File: config.mk
export PLATFORM = sky130hd
export DESIGN_NAME = root_locator_polynomial_engine_flat
export DESIGN_NICKNAME = d
export VERILOG_FILES = /design/src/hw/rtl/rlpe_pkg.sv /design/src/hw/rtl/rlpe_channels.sv /design/src/hw/rtl/rlpe_ram.sv /design/src/hw/rtl/rlpe_dpath.sv /design/src/hw/rtl/rlpe_ctrl.sv /design/src/hw/rtl/root_locator_polynomial_engine.sv /design/src/flat_wrapper.sv
export VERILOG_INCLUDE_DIRS = /design/src /design/src/hw/rtl
export SDC_FILE = /design/constraint.sdc
export NUM_CORES = 2
export LEC_CHECK = 0
export BUFFER_PORTS_ARGS = -buffer_cell sky130_fd_sc_hd__clkbuf_2
export CAP_MARGIN = 10
export CORE_ASPECT_RATIO = 1.75
export CORE_MARGIN = 1.5
export CORE_UTILIZATION = 55
export CTS_CLUSTER_DIAMETER = 50
export DETAILED_ROUTE_END_ITERATION = 10
export PLACE_DENSITY = 0.78
export SLEW_MARGIN = 20
export SYNTH_ARGS = -nofsm -noshare
export SYNTH_HDL_FRONTEND = slang
export SYNTH_SLANG_ARGS = --single-unit
File: constraint.sdc
create_clock -name i_clk -period 22.4 [get_ports i_clk]
set_input_delay 3.36 -clock i_clk [delete_from_list [all_inputs] [get_ports i_clk]]
set_output_delay 3.36 -clock i_clk [all_outputs]
set_load 0.01 [all_outputs]
File: src/hw/rtl/root_locator_polynomial_engine_assert.svh
// Assertion macros for the root locator polynomial engine.
`ifndef ROOT_LOCATOR_POLYNOMIAL_ENGINE_ASSERT_SVH
`define ROOT_LOCATOR_POLYNOMIAL_ENGINE_ASSERT_SVH
`ifndef SYNTHESIS
`define RLPE_ASSERT_NOW(lbl, clk, rst_n, ante, cons, msg) \
    lbl: assert property (@(posedge clk) disable iff (!rst_n) (ante) |-> (cons)) \
        else $error(msg);
`define RLPE_ASSERT_NEXT(lbl, clk, rst_n, ante, cons, msg) \
    lbl: assert property (@(posedge clk) disable iff (!rst_n) (ante) |=> (cons)) \
        else $error(msg);
`else
`define RLPE_ASSERT_NOW(lbl, clk, rst_n, ante, cons, msg)
`define RLPE_ASSERT_NEXT(lbl, clk, rst_n, ante, cons, msg)
`endif
`endif

File: src/hw/rtl/rlpe_pkg.sv
// Package: field constants, arithmetic helpers, opcodes, states and control structs.
package rlpe_pkg;

    localparam int MAX_DEGREE  = 64;
    localparam int STORE_DEPTH = MAX_DEGREE + 1;
    localparam int DEG_W       = $clog2(STORE_DEPTH);
    localparam int ELEM_W      = 31;
    localparam int PROD_W      = 2 * ELEM_W;
    localparam int OP_W        = 2;

    localparam logic [ELEM_W-1:0] FIELD_PRIME = {ELEM_W{1'b1}};

    typedef enum logic [OP_W-1:0] {
        OP_CLEAR    = 2'd0,
        OP_ADD_ROOT = 2'd1,
        OP_EVAL     = 2'd2
    } t_opcode;

    typedef enum logic [3:0] {
        S_INIT,
        S_IDLE,
        S_CLR,
        S_RD,
        S_MUL,
        S_RED,
        S_WB,
        S_TOP,
        S_DONE
    } t_state;

    typedef struct packed {
        logic latch;
        logic wr_one;
        logic rd;
        logic step;
        logic mul;
        logic red;
        logic wb;
        logic top;
        logic load_out;
    } t_cmd;

    typedef struct packed {
        logic full;
        logic last;
        logic is_eval;
    } t_stat;

    // Mersenne fold of a full product, then one conditional subtract.
    function automatic logic [ELEM_W-1:0] fold_reduce(input logic [PROD_W-1:0] v);
        logic [ELEM_W:0] s1;
        logic [ELEM_W:0] s2;
        s1 = {1'b0, v[ELEM_W-1:0]} + {1'b0, v[PROD_W-1:ELEM_W]};
        s2 = {1'b0, s1[ELEM_W-1:0]} + {{ELEM_W{1'b0}}, s1[ELEM_W]};
        if (s2 >= {1'b0, FIELD_PRIME}) begin
            s2 = s2 - {1'b0, FIELD_PRIME};
        end
        return s2[ELEM_W-1:0];
    endfunction

    function automatic logic [ELEM_W-1:0] field_add(input logic [ELEM_W-1:0] a,
                                                    input logic [ELEM_W-1:0] b);
        logic [ELEM_W:0] s;
        s = {1'b0, a} + {1'b0, b};
        if (s >= {1'b0, FIELD_PRIME}) begin
            s = s - {1'b0, FIELD_PRIME};
        end
        return s[ELEM_W-1:0];
    endfunction

    function automatic logic [ELEM_W-1:0] field_sub(input logic [ELEM_W-1:0] a,
                                                    input logic [ELEM_W-1:0] b);
        logic [ELEM_W:0] t;
        t = {1'b0, a} + {1'b0, FIELD_PRIME} - {1'b0, b};
        if (a >= b) begin
            return a - b;
        end
        return t[ELEM_W-1:0];
    endfunction

endpackage

File: src/hw/rtl/rlpe_channels.sv
// Valid/ready channel interfaces for command words and result words.
interface rlpe_in_if;
    logic                        valid;
    logic                        ready;
    logic [rlpe_pkg::OP_W-1:0]   opcode;
    logic [rlpe_pkg::ELEM_W-1:0] operand;

    modport source (output valid, output opcode, output operand, input ready);
    modport sink   (input valid, input opcode, input operand, output ready);
endinterface

interface rlpe_out_if;
    logic                        valid;
    logic                        ready;
    logic [rlpe_pkg::ELEM_W-1:0] value;
    logic [rlpe_pkg::DEG_W-1:0]  degree;
    logic                        status;

    modport source (output valid, output value, output degree, output status, input ready);
    modport sink   (input valid, input value, input degree, input status, output ready);
endinterface

File: src/hw/rtl/rlpe_ram.sv
// Generic single write port, single read port RAM with registered read.
module rlpe_ram #(
    parameter int WIDTH = 8,
    parameter int DEPTH = 16
) (
    input  logic                     i_clk,
    input  logic                     i_we,
    input  logic [$clog2(DEPTH)-1:0] i_waddr,
    input  logic [WIDTH-1:0]         i_wdata,
    input  logic                     i_re,
    input  logic [$clog2(DEPTH)-1:0] i_raddr,
    output logic [WIDTH-1:0]         o_rdata
);
    logic [WIDTH-1:0] r_mem [DEPTH];
    logic [WIDTH-1:0] r_rdata;

    always_ff @(posedge i_clk) begin
        if (i_we) begin
            r_mem[i_waddr] <= i_wdata;
        end
        if (i_re) begin
            r_rdata <= r_mem[i_raddr];
        end
    end

    assign o_rdata = r_rdata;
endmodule

File: src/hw/rtl/rlpe_dpath.sv
// Datapath: coefficient store, shared modular multiplier, accumulator and result register.
module rlpe_dpath (
    input  logic                        i_clk,
    input  logic                        i_rst_n,
    input  rlpe_pkg::t_cmd              i_cmd,
    output rlpe_pkg::t_stat             o_stat,
    input  logic [rlpe_pkg::OP_W-1:0]   i_opcode,
    input  logic [rlpe_pkg::ELEM_W-1:0] i_operand,
    output logic [rlpe_pkg::ELEM_W-1:0] o_value,
    output logic [rlpe_pkg::DEG_W-1:0]  o_degree,
    output logic                        o_status
);
    import rlpe_pkg::*;

    logic [DEG_W-1:0]  r_degree;
    logic [DEG_W-1:0]  r_idx;
    logic              r_is_eval;
    logic              r_status;
    logic [ELEM_W-1:0] r_arg;
    logic [ELEM_W-1:0] r_acc;
    logic [ELEM_W-1:0] r_prev;
    logic [ELEM_W-1:0] r_coef;
    logic [PROD_W-1:0] r_prod;
    logic [ELEM_W-1:0] r_red;
    logic [ELEM_W-1:0] r_out_value;
    logic [DEG_W-1:0]  r_out_degree;
    logic              r_out_status;

    logic              full;
    logic [DEG_W-1:0]  idx_step;
    logic [ELEM_W-1:0] arg_in;
    logic [ELEM_W-1:0] mul_b;
    logic [ELEM_W-1:0] rd_data;
    logic              ram_we;
    logic [DEG_W-1:0]  ram_waddr;
    logic [ELEM_W-1:0] ram_wdata;
    logic [DEG_W-1:0]  ram_raddr;

    assign full     = (r_degree >= DEG_W'(MAX_DEGREE));
    assign idx_step = r_is_eval ? (r_idx - DEG_W'(1)) : (r_idx + DEG_W'(1));
    // An operand equal to the prime acts as zero.
    assign arg_in   = (i_operand == FIELD_PRIME) ? '0 : i_operand;
    assign mul_b    = r_is_eval ? r_acc : rd_data;

    assign o_stat.full    = full;
    assign o_stat.is_eval = r_is_eval;
    assign o_stat.last    = r_is_eval ? (r_idx == '0) : (r_idx == r_degree);

    always_comb begin
        ram_we    = 1'b0;
        ram_waddr = r_idx;
        ram_wdata = field_sub(r_prev, r_red);
        if (i_cmd.wr_one) begin
            ram_we    = 1'b1;
            ram_waddr = '0;
            ram_wdata = ELEM_W'(1);
        end else if (i_cmd.top) begin
            // Old leading coefficient moves up one place.
            ram_we    = 1'b1;
            ram_waddr = r_degree + DEG_W'(1);
            ram_wdata = r_prev;
        end else if (i_cmd.wb && !r_is_eval) begin
            ram_we    = 1'b1;
        end
    end

    assign ram_raddr = i_cmd.step ? idx_step : r_idx;

    rlpe_ram #(
        .WIDTH (ELEM_W),
        .DEPTH (STORE_DEPTH)
    ) u_store (
        .i_clk   (i_clk),
        .i_we    (ram_we),
        .i_waddr (ram_waddr),
        .i_wdata (ram_wdata),
        .i_re    (i_cmd.rd),
        .i_raddr (ram_raddr),
        .o_rdata (rd_data)
    );

    always_ff @(posedge i_clk) begin
        if (!i_rst_n) begin
            r_degree <= '0;
        end else if (i_cmd.wr_one) begin
            r_degree <= '0;
        end else if (i_cmd.top) begin
            r_degree <= r_degree + DEG_W'(1);
        end
    end

    always_ff @(posedge i_clk) begin
        if (i_cmd.latch) begin
            r_is_eval <= (i_opcode == OP_EVAL);
            r_status  <= (i_opcode == OP_ADD_ROOT) && full;
            r_arg     <= arg_in;
            r_acc     <= '0;
            r_prev    <= '0;
            r_idx     <= (i_opcode == OP_EVAL) ? r_degree : '0;
        end
        if (i_cmd.step) begin
            r_idx <= idx_step;
        end
        if (i_cmd.mul) begin
            r_coef <= rd_data;
            r_prod <= {{ELEM_W{1'b0}}, r_arg} * {{ELEM_W{1'b0}}, mul_b};
        end
        if (i_cmd.red) begin
            r_red <= fold_reduce(r_prod);
        end
        if (i_cmd.wb) begin
            if (r_is_eval) begin
                r_acc <= field_add(r_red, r_coef);
            end else begin
                r_prev <= r_coef;
            end
        end
        if (i_cmd.load_out) begin
            r_out_value  <= r_acc;
            r_out_degree <= r_degree;
            r_out_status <= r_status;
        end
    end

    assign o_value  = r_out_value;
    assign o_degree = r_out_degree;
    assign o_status = r_out_status;
endmodule

File: src/hw/rtl/rlpe_ctrl.sv
// Controller: sequences clear, add-root and evaluate over the coefficient store.
module rlpe_ctrl (
    input  logic                      i_clk,
    input  logic                      i_rst_n,
    input  logic                      i_in_valid,
    input  logic [rlpe_pkg::OP_W-1:0] i_opcode,
    output logic                      o_in_ready,
    output logic                      o_out_valid,
    input  logic                      i_out_ready,
    output rlpe_pkg::t_cmd            o_cmd,
    input  rlpe_pkg::t_stat           i_stat
);
    import rlpe_pkg::*;

    t_state r_state;
    t_state n_state;
    logic   r_out_valid;
    logic   n_out_valid;

    always_ff @(posedge i_clk) begin
        if (!i_rst_n) begin
            r_state     <= S_INIT;
            r_out_valid <= 1'b0;
        end else begin
            r_state     <= n_state;
            r_out_valid <= n_out_valid;
        end
    end

    always_comb begin
        n_state    = r_state;
        o_cmd      = '0;
        o_in_ready = 1'b0;
        unique case (r_state)
            S_INIT: begin
                o_cmd.wr_one = 1'b1;
                n_state      = S_IDLE;
            end
            S_IDLE: begin
                o_in_ready = 1'b1;
                if (i_in_valid) begin
                    o_cmd.latch = 1'b1;
                    case (i_opcode)
                        OP_CLEAR:    n_state = S_CLR;
                        OP_ADD_ROOT: n_state = i_stat.full ? S_DONE : S_RD;
                        OP_EVAL:     n_state = S_RD;
                        default:     n_state = S_DONE;
                    endcase
                end
            end
            S_CLR: begin
                o_cmd.wr_one = 1'b1;
                n_state      = S_DONE;
            end
            S_RD: begin
                o_cmd.rd = 1'b1;
                n_state  = S_MUL;
            end
            S_MUL: begin
                o_cmd.mul = 1'b1;
                n_state   = S_RED;
            end
            S_RED: begin
                o_cmd.red = 1'b1;
                n_state   = S_WB;
            end
            S_WB: begin
                o_cmd.wb = 1'b1;
                if (i_stat.last) begin
                    n_state = i_stat.is_eval ? S_DONE : S_TOP;
                end else begin
                    // Fetch the next coefficient while this one is written back.
                    o_cmd.rd   = 1'b1;
                    o_cmd.step = 1'b1;
                    n_state    = S_MUL;
                end
            end
            S_TOP: begin
                o_cmd.top = 1'b1;
                n_state   = S_DONE;
            end
            S_DONE: begin
                // Hold until the result register is free.
                if (!r_out_valid || i_out_ready) begin
                    o_cmd.load_out = 1'b1;
                    n_state        = S_IDLE;
                end
            end
            default: begin
                n_state = S_IDLE;
            end
        endcase
    end

    always_comb begin
        n_out_valid = r_out_valid;
        if (o_cmd.load_out) begin
            n_out_valid = 1'b1;
        end else if (r_out_valid && i_out_ready) begin
            n_out_valid = 1'b0;
        end
    end

    assign o_out_valid = r_out_valid;
endmodule

File: src/hw/rtl/root_locator_polynomial_engine.sv
// From accepted word to result, d = degree: clear runs S_CLR then S_DONE; a refused root or unused
// code goes straight to S_DONE; evaluate and add-root run S_RD, then S_MUL, S_RED and S_WB for each
// of the d+1 coefficients around the single shared 31x31 multiplier and its fold stage, add-root
// ending in S_TOP; the next word is taken back in S_IDLE. The store is one RAM with one write and
// one registered read port. Reset (synchronous, active low) clears degree and control; the S_INIT
// state after reset writes coefficient zero to one, with ready low.
`include "root_locator_polynomial_engine_assert.svh"

module root_locator_polynomial_engine (
    input  logic        i_clk,
    input  logic        i_rst_n,
    rlpe_in_if.sink     i_in,
    rlpe_out_if.source  o_out
);
    import rlpe_pkg::*;

    t_cmd  cmd;
    t_stat stat;

    rlpe_ctrl u_ctrl (
        .i_clk       (i_clk),
        .i_rst_n     (i_rst_n),
        .i_in_valid  (i_in.valid),
        .i_opcode    (i_in.opcode),
        .o_in_ready  (i_in.ready),
        .o_out_valid (o_out.valid),
        .i_out_ready (o_out.ready),
        .o_cmd       (cmd),
        .i_stat      (stat)
    );

    rlpe_dpath u_dpath (
        .i_clk     (i_clk),
        .i_rst_n   (i_rst_n),
        .i_cmd     (cmd),
        .o_stat    (stat),
        .i_opcode  (i_in.opcode),
        .i_operand (i_in.operand),
        .o_value   (o_out.value),
        .o_degree  (o_out.degree),
        .o_status  (o_out.status)
    );

    `RLPE_ASSERT_NOW(a_refused_at_full, i_clk, i_rst_n, o_out.valid && o_out.status,
        (o_out.degree == DEG_W'(MAX_DEGREE)) && (o_out.value == '0),
        "refused root without full degree or with nonzero value")
    `RLPE_ASSERT_NOW(a_degree_bound, i_clk, i_rst_n, o_out.valid,
        o_out.degree <= DEG_W'(MAX_DEGREE), "degree beyond maximum")
    `RLPE_ASSERT_NEXT(a_busy_after_accept, i_clk, i_rst_n, i_in.valid && i_in.ready,
        !i_in.ready, "new word taken while previous one is in flight")
endmodule
File: src/flat_wrapper.sv
// flat-port wrapper written by rule: the top's interface ports become plain ports
module root_locator_polynomial_engine_flat import rlpe_pkg::*;
  (i_clk, i_rst_n, i_in_valid, i_in_opcode, i_in_operand, i_in_ready, o_out_valid, o_out_value, o_out_degree, o_out_status, o_out_ready);
  rlpe_in_if i_in_i ();
  rlpe_out_if o_out_i ();
  input  logic i_clk;
  input  logic i_rst_n;
  input wire logic [$bits(i_in_i.valid)-1:0] i_in_valid;
  input wire logic [$bits(i_in_i.opcode)-1:0] i_in_opcode;
  input wire logic [$bits(i_in_i.operand)-1:0] i_in_operand;
  output wire logic [$bits(i_in_i.ready)-1:0] i_in_ready;
  output wire logic [$bits(o_out_i.valid)-1:0] o_out_valid;
  output wire logic [$bits(o_out_i.value)-1:0] o_out_value;
  output wire logic [$bits(o_out_i.degree)-1:0] o_out_degree;
  output wire logic [$bits(o_out_i.status)-1:0] o_out_status;
  input wire logic [$bits(o_out_i.ready)-1:0] o_out_ready;
  assign i_in_i.valid = i_in_valid;
  assign i_in_i.opcode = i_in_opcode;
  assign i_in_i.operand = i_in_operand;
  assign i_in_ready = i_in_i.ready;
  assign o_out_valid = o_out_i.valid;
  assign o_out_value = o_out_i.value;
  assign o_out_degree = o_out_i.degree;
  assign o_out_status = o_out_i.status;
  assign o_out_i.ready = o_out_ready;
  root_locator_polynomial_engine u_core (.i_clk(i_clk), .i_rst_n(i_rst_n), .i_in(i_in_i), .o_out(o_out_i));
endmodule
* Word level (Yosys, flattened, before mapping)
Memory sizes are Yosys's and may differ from the RTL's. A register that Yosys moved wholly into a read port is not among the register bits.
Cells that the tools add are included.
** Word-level totals
- Memory bits (writable) :: 2015
- Input bits :: 37
- Register bits :: 277
- Output and inout port bits :: 41
- Memories kept :: 1
** Operators by class
- Muxes and demuxes :: 49
- Bitwise gates (word level) :: 1
- Reduce and logical (&&, ||, !) cells :: 15
- Magnitude comparators :: 4
- Multipliers :: 1
- Add/sub/neg operators :: 11
- Eq/ne operators :: 14
** Memories
- u_core.u_dpath.u_store.r_mem :: depth 65, width 31, rd ports 1, clocked after memory_dff 1, wr ports 1, RTL line rlpe_ram.sv:14 : logic [WIDTH-1:0] r_mem [DEPTH];
** Operators by type and width (number)
- 2-to-1 mux 31 bit :: 13
- adder 31 x 31 -> 32 bit :: 2
- greater-or-equal comparator 32 x 31 -> 1 bit (second input constant) :: 2
- multiplier 31 x 31 -> 62 bit :: 1
- subtractor 31 bit :: 2
- subtractor 31 bit (second input constant) :: 2
- 2-to-1 mux 7 bit :: 7
- adder 31 x 1 -> 32 bit :: 1
- adder 31 bit (second input constant) :: 1
- equality test 31 bit (second input constant) :: 1
- greater-or-equal comparator 31 bit :: 1
- one-hot mux 4 bit (7 select lines) :: 1
- 2-to-1 mux 1 bit :: 20
- 2-to-1 mux 4 bit :: 5
- equality test 4 x 3 -> 1 bit (second input constant) :: 4
- adder 7 x 1 -> 7 bit (second input constant) :: 2
- one-hot mux 4 bit (3 select lines) :: 1
- equality test 4 x 2 -> 1 bit (second input constant) :: 2
- equality test 7 bit :: 1
- greater-or-equal comparator 7 bit (second input constant) :: 1
- logical NOT 7 bit :: 1
- subtractor 7 x 1 -> 7 bit (second input constant) :: 1
- OR reduction 2 bit :: 3
- equality test 4 x 1 -> 1 bit (second input constant) :: 1
- other kinds (14) :: 19

* Depth between registers and ports, before layout
- Depth after elaboration :: 8
- Mapped depth :: 34
- Gate-level depth less buffers :: 30

* Hierarchy
A second synthesis with hierarchy kept.
** Unflattened totals
- Cells, all modules :: 9225
- Area total of the unflattened synthesis :: 128404.4 um^2
** By module, submodules not included
- rlpe_ram :: area each 78590.4 um^2, cells an instance 3751, times used 1
- rlpe_dpath :: area each 49396.1 um^2, cells an instance 5424, times used 1
- rlpe_ctrl :: area each 417.9 um^2, cells an instance 50, times used 1

* Least setup slack after synthesis
No wires, ideal clock.
- Kind :: register to register
- From :: register u_core.u_dpath.r_is_eval
- To :: register u_core.u_dpath.r_prod[58], data pin
- Stages on the path, launching flop included :: 32
- Data arrival time :: 8.666 ns
- Setup slack :: 13.476 ns
- Setup time :: 0.259 ns
- Required time :: 22.141 ns
- Cells stage by stage :: edfxtp_1 -> clkbuf_1 -> buf_1 -> mux2i_1 -> clkbuf_1 -> nor2b_1 -> fa_1 -> fa_1 -> inv_1 -> fa_1 -> fa_1 -> inv_1 -> fa_1 -> fa_1 -> fa_1 -> inv_1 -> fa_1 -> inv_1 -> ha_1 -> a21o_1 -> a21o_1 -> a21o_1 -> a21o_1 -> a21o_1 -> a21o_1 -> a21oi_1 -> nand2_1 -> a311oi_1 -> o21ai_0 -> a221o_1 -> a21oi_1 -> xnor2_1
** Between the ends
- Cells in the longest elaborated chain, start to end :: 2
** RTL lines
- from (decl) :: RTL line rlpe_dpath.sv:17 : logic r_is_eval;
- from (signal assigned) :: RTL line rlpe_dpath.sv:94 : r_is_eval <= (i_opcode == OP_EVAL);
- 2-to-1 mux 31 bit :: RTL line rlpe_dpath.sv:43 : assign mul_b = r_is_eval ? r_acc : rd_data;
- multiplier 31 x 31 -> 62 bit :: RTL line rlpe_dpath.sv:106 : r_prod <= {{ELEM_W{1'b0}}, r_arg} * {{ELEM_W{1'b0}}, mul_b};
- to (signal assigned) :: RTL line rlpe_dpath.sv:106
- to (decl) :: RTL line rlpe_dpath.sv:23 : logic [PROD_W-1:0] r_prod;
No other way between the ends.
A chain may end at the register's enable or synchronous reset.

* Worst setup path after layout
Same ends and word-level chain as after synthesis.

==> metrics.txt <==
# TYPE chip_impl_metric gauge
chip_impl_metric{name="timing.final.setup_violations",unit=""} 0
chip_impl_metric{name="internal_power",unit="uW"} 9268
chip_impl_metric{name="antenna_violating_nets_post_route",unit=""} 0
chip_impl_info{name="criticalPathCategory",value="reg2reg"} 1
chip_impl_info{name="clock_tree.root_cell",value="clkbuf_16"} 1
chip_impl_metric{name="power.density",unit="nW/um^2"} 106.7
chip_impl_metric{name="globalRouteMet1Util",unit="%"} 33.34
chip_impl_info{name="startpoint_type_of_the_worst_setup_path",value="flip-flop"} 1
chip_impl_metric{name="clock_path_buffers",unit=""} 4
chip_impl_info{name="top_usage_layer",value="met2"} 1
chip_impl_metric{name="synth_cell_types",unit=""} 105
chip_impl_metric{name="timing_max_transition_violations_final",unit=""} 0
chip_impl_metric{name="clkSlewWorstSetupHoldPaths",unit="ns"} 0.07
chip_impl_metric{name="final_layout_net_count",unit=""} 10230
chip_impl_metric{name="final_cell_count_no_fill",unit=""} 12200
chip_impl_metric{name="seq_power_share",unit="%"} 33.7
chip_impl_info{name="critical-path-slowest-cell",value="mux2i_4"} 1
chip_impl_info{name="hold_path.class",value="reg2reg"} 1
chip_impl_metric{name="fmax",unit="MHz"} 96.08
chip_impl_metric{name="critical-path-max-stage-delay",unit="ns"} 0.84
chip_impl_metric{name="yosysWarningCount",unit=""} 0
chip_impl_metric{name="floorplan.core_area",unit="sq um"} 230300
chip_impl_info{name="worstSetupEndpointType",value="flip-flop"} 1
chip_impl_metric{name="avgRoutedWirePerCell",unit="um"} 31.75
chip_impl_info{name="r2r_start",value="u_core.u_dpath.r_is_eval"} 1
chip_impl_metric{name="netlist_instances",unit=""} 8997
chip_impl_metric{name="hold-worst-slack",unit="ns"} 0.4393
chip_impl_metric{name="drt_first_iter_violations",unit=""} 8528
chip_impl_metric{name="dpl_worst_slack",unit="ns"} 12.18
chip_impl_info{name="worstHoldStart",value="u_core.u_dpath.u_store.o_rdata[24]"} 1
chip_impl_metric{name="tightestPinTransition",unit="ns"} 1.285
chip_impl_metric{name="start_util",unit="%"} 55.31
chip_impl_info{name="layout_common_cells",value="2,249 x edfxtp_1, 1,103 x nand2_1, 904 x inv_1"} 1
chip_impl_metric{name="grt_pass1_vias",unit=""} 85040
chip_impl_metric{name="wire_length_of_the_first_global_routing_pass",unit="um"} 561600
chip_impl_metric{name="power_leakage",unit="uW"} 0.05162
chip_impl_metric{name="cts_hold_buf",unit=""} 0
chip_impl_info{name="unrepaired_setup_endpoints_after_global_routing",value="false"} 1
chip_impl_metric{name="power.net_switching",unit="uW"} 5566
chip_impl_metric{name="mappedNetlistNets",unit=""} 10240
chip_impl_info{name="timing.critical_path.mode_cell",value="fa_1"} 1
chip_impl_metric{name="clock_latency",unit="ns"} 0.89
chip_impl_metric{name="worst_case_register_to_register_setup_slack",unit="ns"} 11.99
chip_impl_metric{name="worst_slack",unit="ns"} 11.99
chip_impl_info{name="cp_top_family",value="adder cells"} 1
chip_impl_metric{name="dpl.hpwl",unit="um"} 256000
chip_impl_metric{name="cp.depth",unit=""} 27
chip_impl_metric{name="die_w",unit="um"} 366.8
chip_impl_metric{name="timing_hold_violations_final",unit=""} 0
chip_impl_metric{name="r2r_cells",unit=""} 27
chip_impl_metric{name="finalWorstPathRequiredPeriod",unit="ns"} 10.41
chip_impl_metric{name="syn-cell-area",unit="sq um"} 127400
chip_impl_metric{name="worstPathArrival",unit="ns"} 11.02
chip_impl_metric{name="max_slew_margin",unit="%"} 13.28
chip_impl_metric{name="route.final.wire_length",unit="um"} 387400
chip_impl_metric{name="remaining_drc_errors",unit=""} 0
chip_impl_metric{name="min_period_over_period",unit="%"} 46.47
chip_impl_metric{name="drtPass1Iterations",unit=""} 8
chip_impl_metric{name="global_route.overflow_total",unit=""} 0
chip_impl_metric{name="antenna_violations_before_repair",unit=""} 17
chip_impl_metric{name="htree_levels",unit=""} 4
chip_impl_metric{name="areaGrowthSynthToFinish",unit="%"} 9.166
chip_impl_metric{name="place.gp.congestion",unit=""} 0.9867
chip_impl_metric{name="ioPinCount",unit=""} 78
chip_impl_metric{name="clock_sink_count",unit=""} 2323
chip_impl_info{name="most_common_cell_after_layout_fill_and_taps_aside",value="edfxtp_1"} 1
chip_impl_metric{name="finalSetupTns",unit="ns"} 0
chip_impl_metric{name="dpl.cell_count",unit=""} 11830
chip_impl_info{name="worstReg2RegEnd",value="u_core.u_dpath.r_prod[58]"} 1
chip_impl_metric{name="crit_fanout",unit=""} 33
chip_impl_metric{name="synthArstFlopShare",unit="%"} 0
chip_impl_metric{name="switching_share",unit="%"} 37.52
chip_impl_metric{name="numCtsBuffers",unit=""} 206
chip_impl_info{name="cts_tree",value="built"} 1
chip_impl_metric{name="proportion_of_synthesized_chip_area_in_sequential_cells",unit="%"} 54.18
chip_impl_metric{name="synthesis.area_per_instance",unit="sq um"} 14.16
chip_impl_metric{name="grt.total_usage",unit="%"} 33.24
chip_impl_metric{name="ir_worst_vdd",unit="uV"} 297.5
chip_impl_metric{name="die_area",unit="sq um"} 234600
chip_impl_metric{name="grt.met2_usage",unit="%"} 58.88
chip_impl_info{name="leading_register_cell_type_out_of_synthesis",value="edfxtp_1"} 1
chip_impl_metric{name="resized_gates_after_cts",unit=""} 0
chip_impl_metric{name="via_cell_ratio",unit=""} 6.473
chip_impl_info{name="outcome",value="completed"} 1
chip_impl_metric{name="maxCapViolCount",unit=""} 0
chip_impl_metric{name="fin_worst_skew",unit="ns"} 0.1024
chip_impl_info{name="timing.hold.worst_endpoint",value="u_core.u_dpath.r_coef[24]"} 1
chip_impl_metric{name="worst_ep_required_time",unit="ns"} 23.01
chip_impl_metric{name="synth-edff-count",unit=""} 2249
chip_impl_metric{name="critPathBufInv",unit=""} 4
chip_impl_metric{name="cts_post_setup_buffers_inserted",unit=""} 0
chip_impl_metric{name="route.vias.total",unit=""} 79000
chip_impl_metric{name="post_route_cells_drive_above_1_share",unit="%"} 14.03
chip_impl_metric{name="pwr-share-comb",unit="%"} 41.3
chip_impl_metric{name="grtUsageMet3",unit="%"} 5.510
chip_impl_metric{name="grt_max_degree",unit=""} 130
chip_impl_metric{name="yosys_reg_bits",unit=""} 2323
chip_impl_metric{name="die_y",unit="um"} 639.6
chip_impl_metric{name="fp-row-count",unit=""} 233
chip_impl_metric{name="power.clock.fraction",unit="%"} 25.0
chip_impl_metric{name="port_buffers",unit=""} 77
chip_impl_metric{name="hold_depth",unit=""} 0
metal layers:
metal,up-vias,share of wire [%]
met2,4920,52
li1,32070,-
met1,40280,29
met5,-,0.034
met3,1705,7.6
met4,18,11
metrics by stage:
| stage | instance area, sq um | total power, uW | util (%) |
|---|---|---|---|
| finish | 139000 | 14830 | 60.37 |
| global route | 139000 | 15320 | 60.37 |
| CTS | 139000 | 14710 | 60.37 |
| detailed placement | 132100 | 10990 | 57.38 |
| global placement | 132100 | 10990 | 57.38 |
| floorplan | 127400 | 8714 | - |
worst reg2reg max path: cells and delay by family (launching register included):
| kind | cells | cell delay [ns] |
|---|---|---|
| AO/OA/AOI/OAI | 8 | 2.44 |
| AND/OR/NAND/NOR | 4 | 0.52 |
| flip-flops | 1 | 0.64 |
| XOR/XNOR | 1 | 0.08 |
| buffers and inverters | 4 | 1.05 |
| adder cells (fa/ha/maj) | 9 | 4.55 |
| multiplexers | 1 | 0.86 |
area by class of cell:
cell class | count | area, sq um
tap | 3055 | 3822
sequential | 2323 | 69020
antenna | 6 | 15.01
clock inverter | 113 | 1441
multi-input combinational | 5278 | 53960
clock buffer | 251 | 5448
timing repair buffer | 273 | 1944
fill | 16620 | 91260
inverter | 905 | 3397
worst max-delay path by stage:
stage / from / end / slack (ns)
finish: u_core.u_dpath.r_is_eval / u_core.u_dpath.r_prod[58] / 11.99
detailed placement: u_core.u_dpath.r_is_eval / u_core.u_dpath.r_prod[58] / 12.18
global route: u_core.u_dpath.r_is_eval / u_core.u_dpath.r_prod[58] / 11.68
global placement: u_core.u_dpath.r_is_eval / u_core.u_dpath.r_prod[58] / 12.16
floorplan: u_core.u_dpath.r_is_eval / u_core.u_dpath.r_prod[58] / 13.48
CTS: u_core.u_dpath.r_is_eval / u_core.u_dpath.r_prod[58] / 12.06
Yosys cell counts (14+ instances only):
cell type  number  area, sq um
a21oi_1       199        996.0
xnor2_1       113        989.7
nor2_1        204        765.7
buf_2          82        410.4
o211ai_1       83        623.1
clkbuf_1      372         1396
nand2_1      1105         4148
o311ai_0       29        254.0
o21a_1         22        165.2
nor4_1         20        125.1
o21bai_1       22        165.2
o21ai_1        14        70.07
buf_1          30        112.6
a22o_1         35        306.5
and2_1        568         3553
nor2b_1        79        494.2
ha_1          360         4504
xor2_1         78        683.2
fa_1          842        16860
or3_1          19        118.9
a21o_1        107        803.3
and3_1         38        237.7
mux4_2        496        11170
nand4_1        46        287.8
a31oi_1        24        150.1
nor3_1         48        240.2
dfxtp_1        74         1481
nand3_1       137        685.7
edfxtp_1     2249        67530
mux2_2         31        349.1
nand2b_1       27        168.9
inv_1         905         3397
o21ai_0       179        895.9
a311oi_1       70        613.1
a211oi_1       88        660.6
kinds of logic after synthesis:
kind of cell | Yosys count | synth area share [%]
and+or+nand+nor | 2361 | 9.035
DFF | 2323 | 54.18
buffers and inverters | 1396 | 4.228
adders and majority gates | 1202 | 16.77
AOI/OAI and AO/OA | 983 | 5.286
muxes | 535 | 9.107
xor gates and xnor gates | 197 | 1.390
power groups by stage:
| stage | sequential (uW) | combinational, uW | clock, uW |
|---|---|---|---|
| finish | 5010 | 6120 | 3710 |
| global route | 5000 | 6450 | 3870 |
| CTS | 5010 | 5980 | 3730 |
| detailed placement | 5100 | 5890 | 0 |
| global placement | 5100 | 5900 | 0 |
| floorplan | 5100 | 3610 | 0 |
state kept, by name, summed over array words and instances, names as in the netlist:
name / count
u_core.u_dpath.r_idx: 7
u_core.u_ctrl.o_out_valid: 1
u_core.u_dpath.u_store.r_mem: 2015
u_core.u_dpath.o_degree: 7
u_core.u_dpath.r_red: 31
u_core.u_dpath.r_is_eval: 1
u_core.u_dpath.r_arg: 31
u_core.u_dpath.r_degree: 7
u_core.u_dpath.r_prev: 31
u_core.u_ctrl.r_state: 4
u_core.u_dpath.r_acc: 31
u_core.u_dpath.o_status: 1
u_core.u_dpath.r_coef: 31
u_core.u_dpath.r_prod: 62
u_core.u_dpath.r_status: 1
u_core.u_dpath.o_value: 31
u_core.u_dpath.u_store.o_rdata: 31
(Power assumes the default switching activity.)
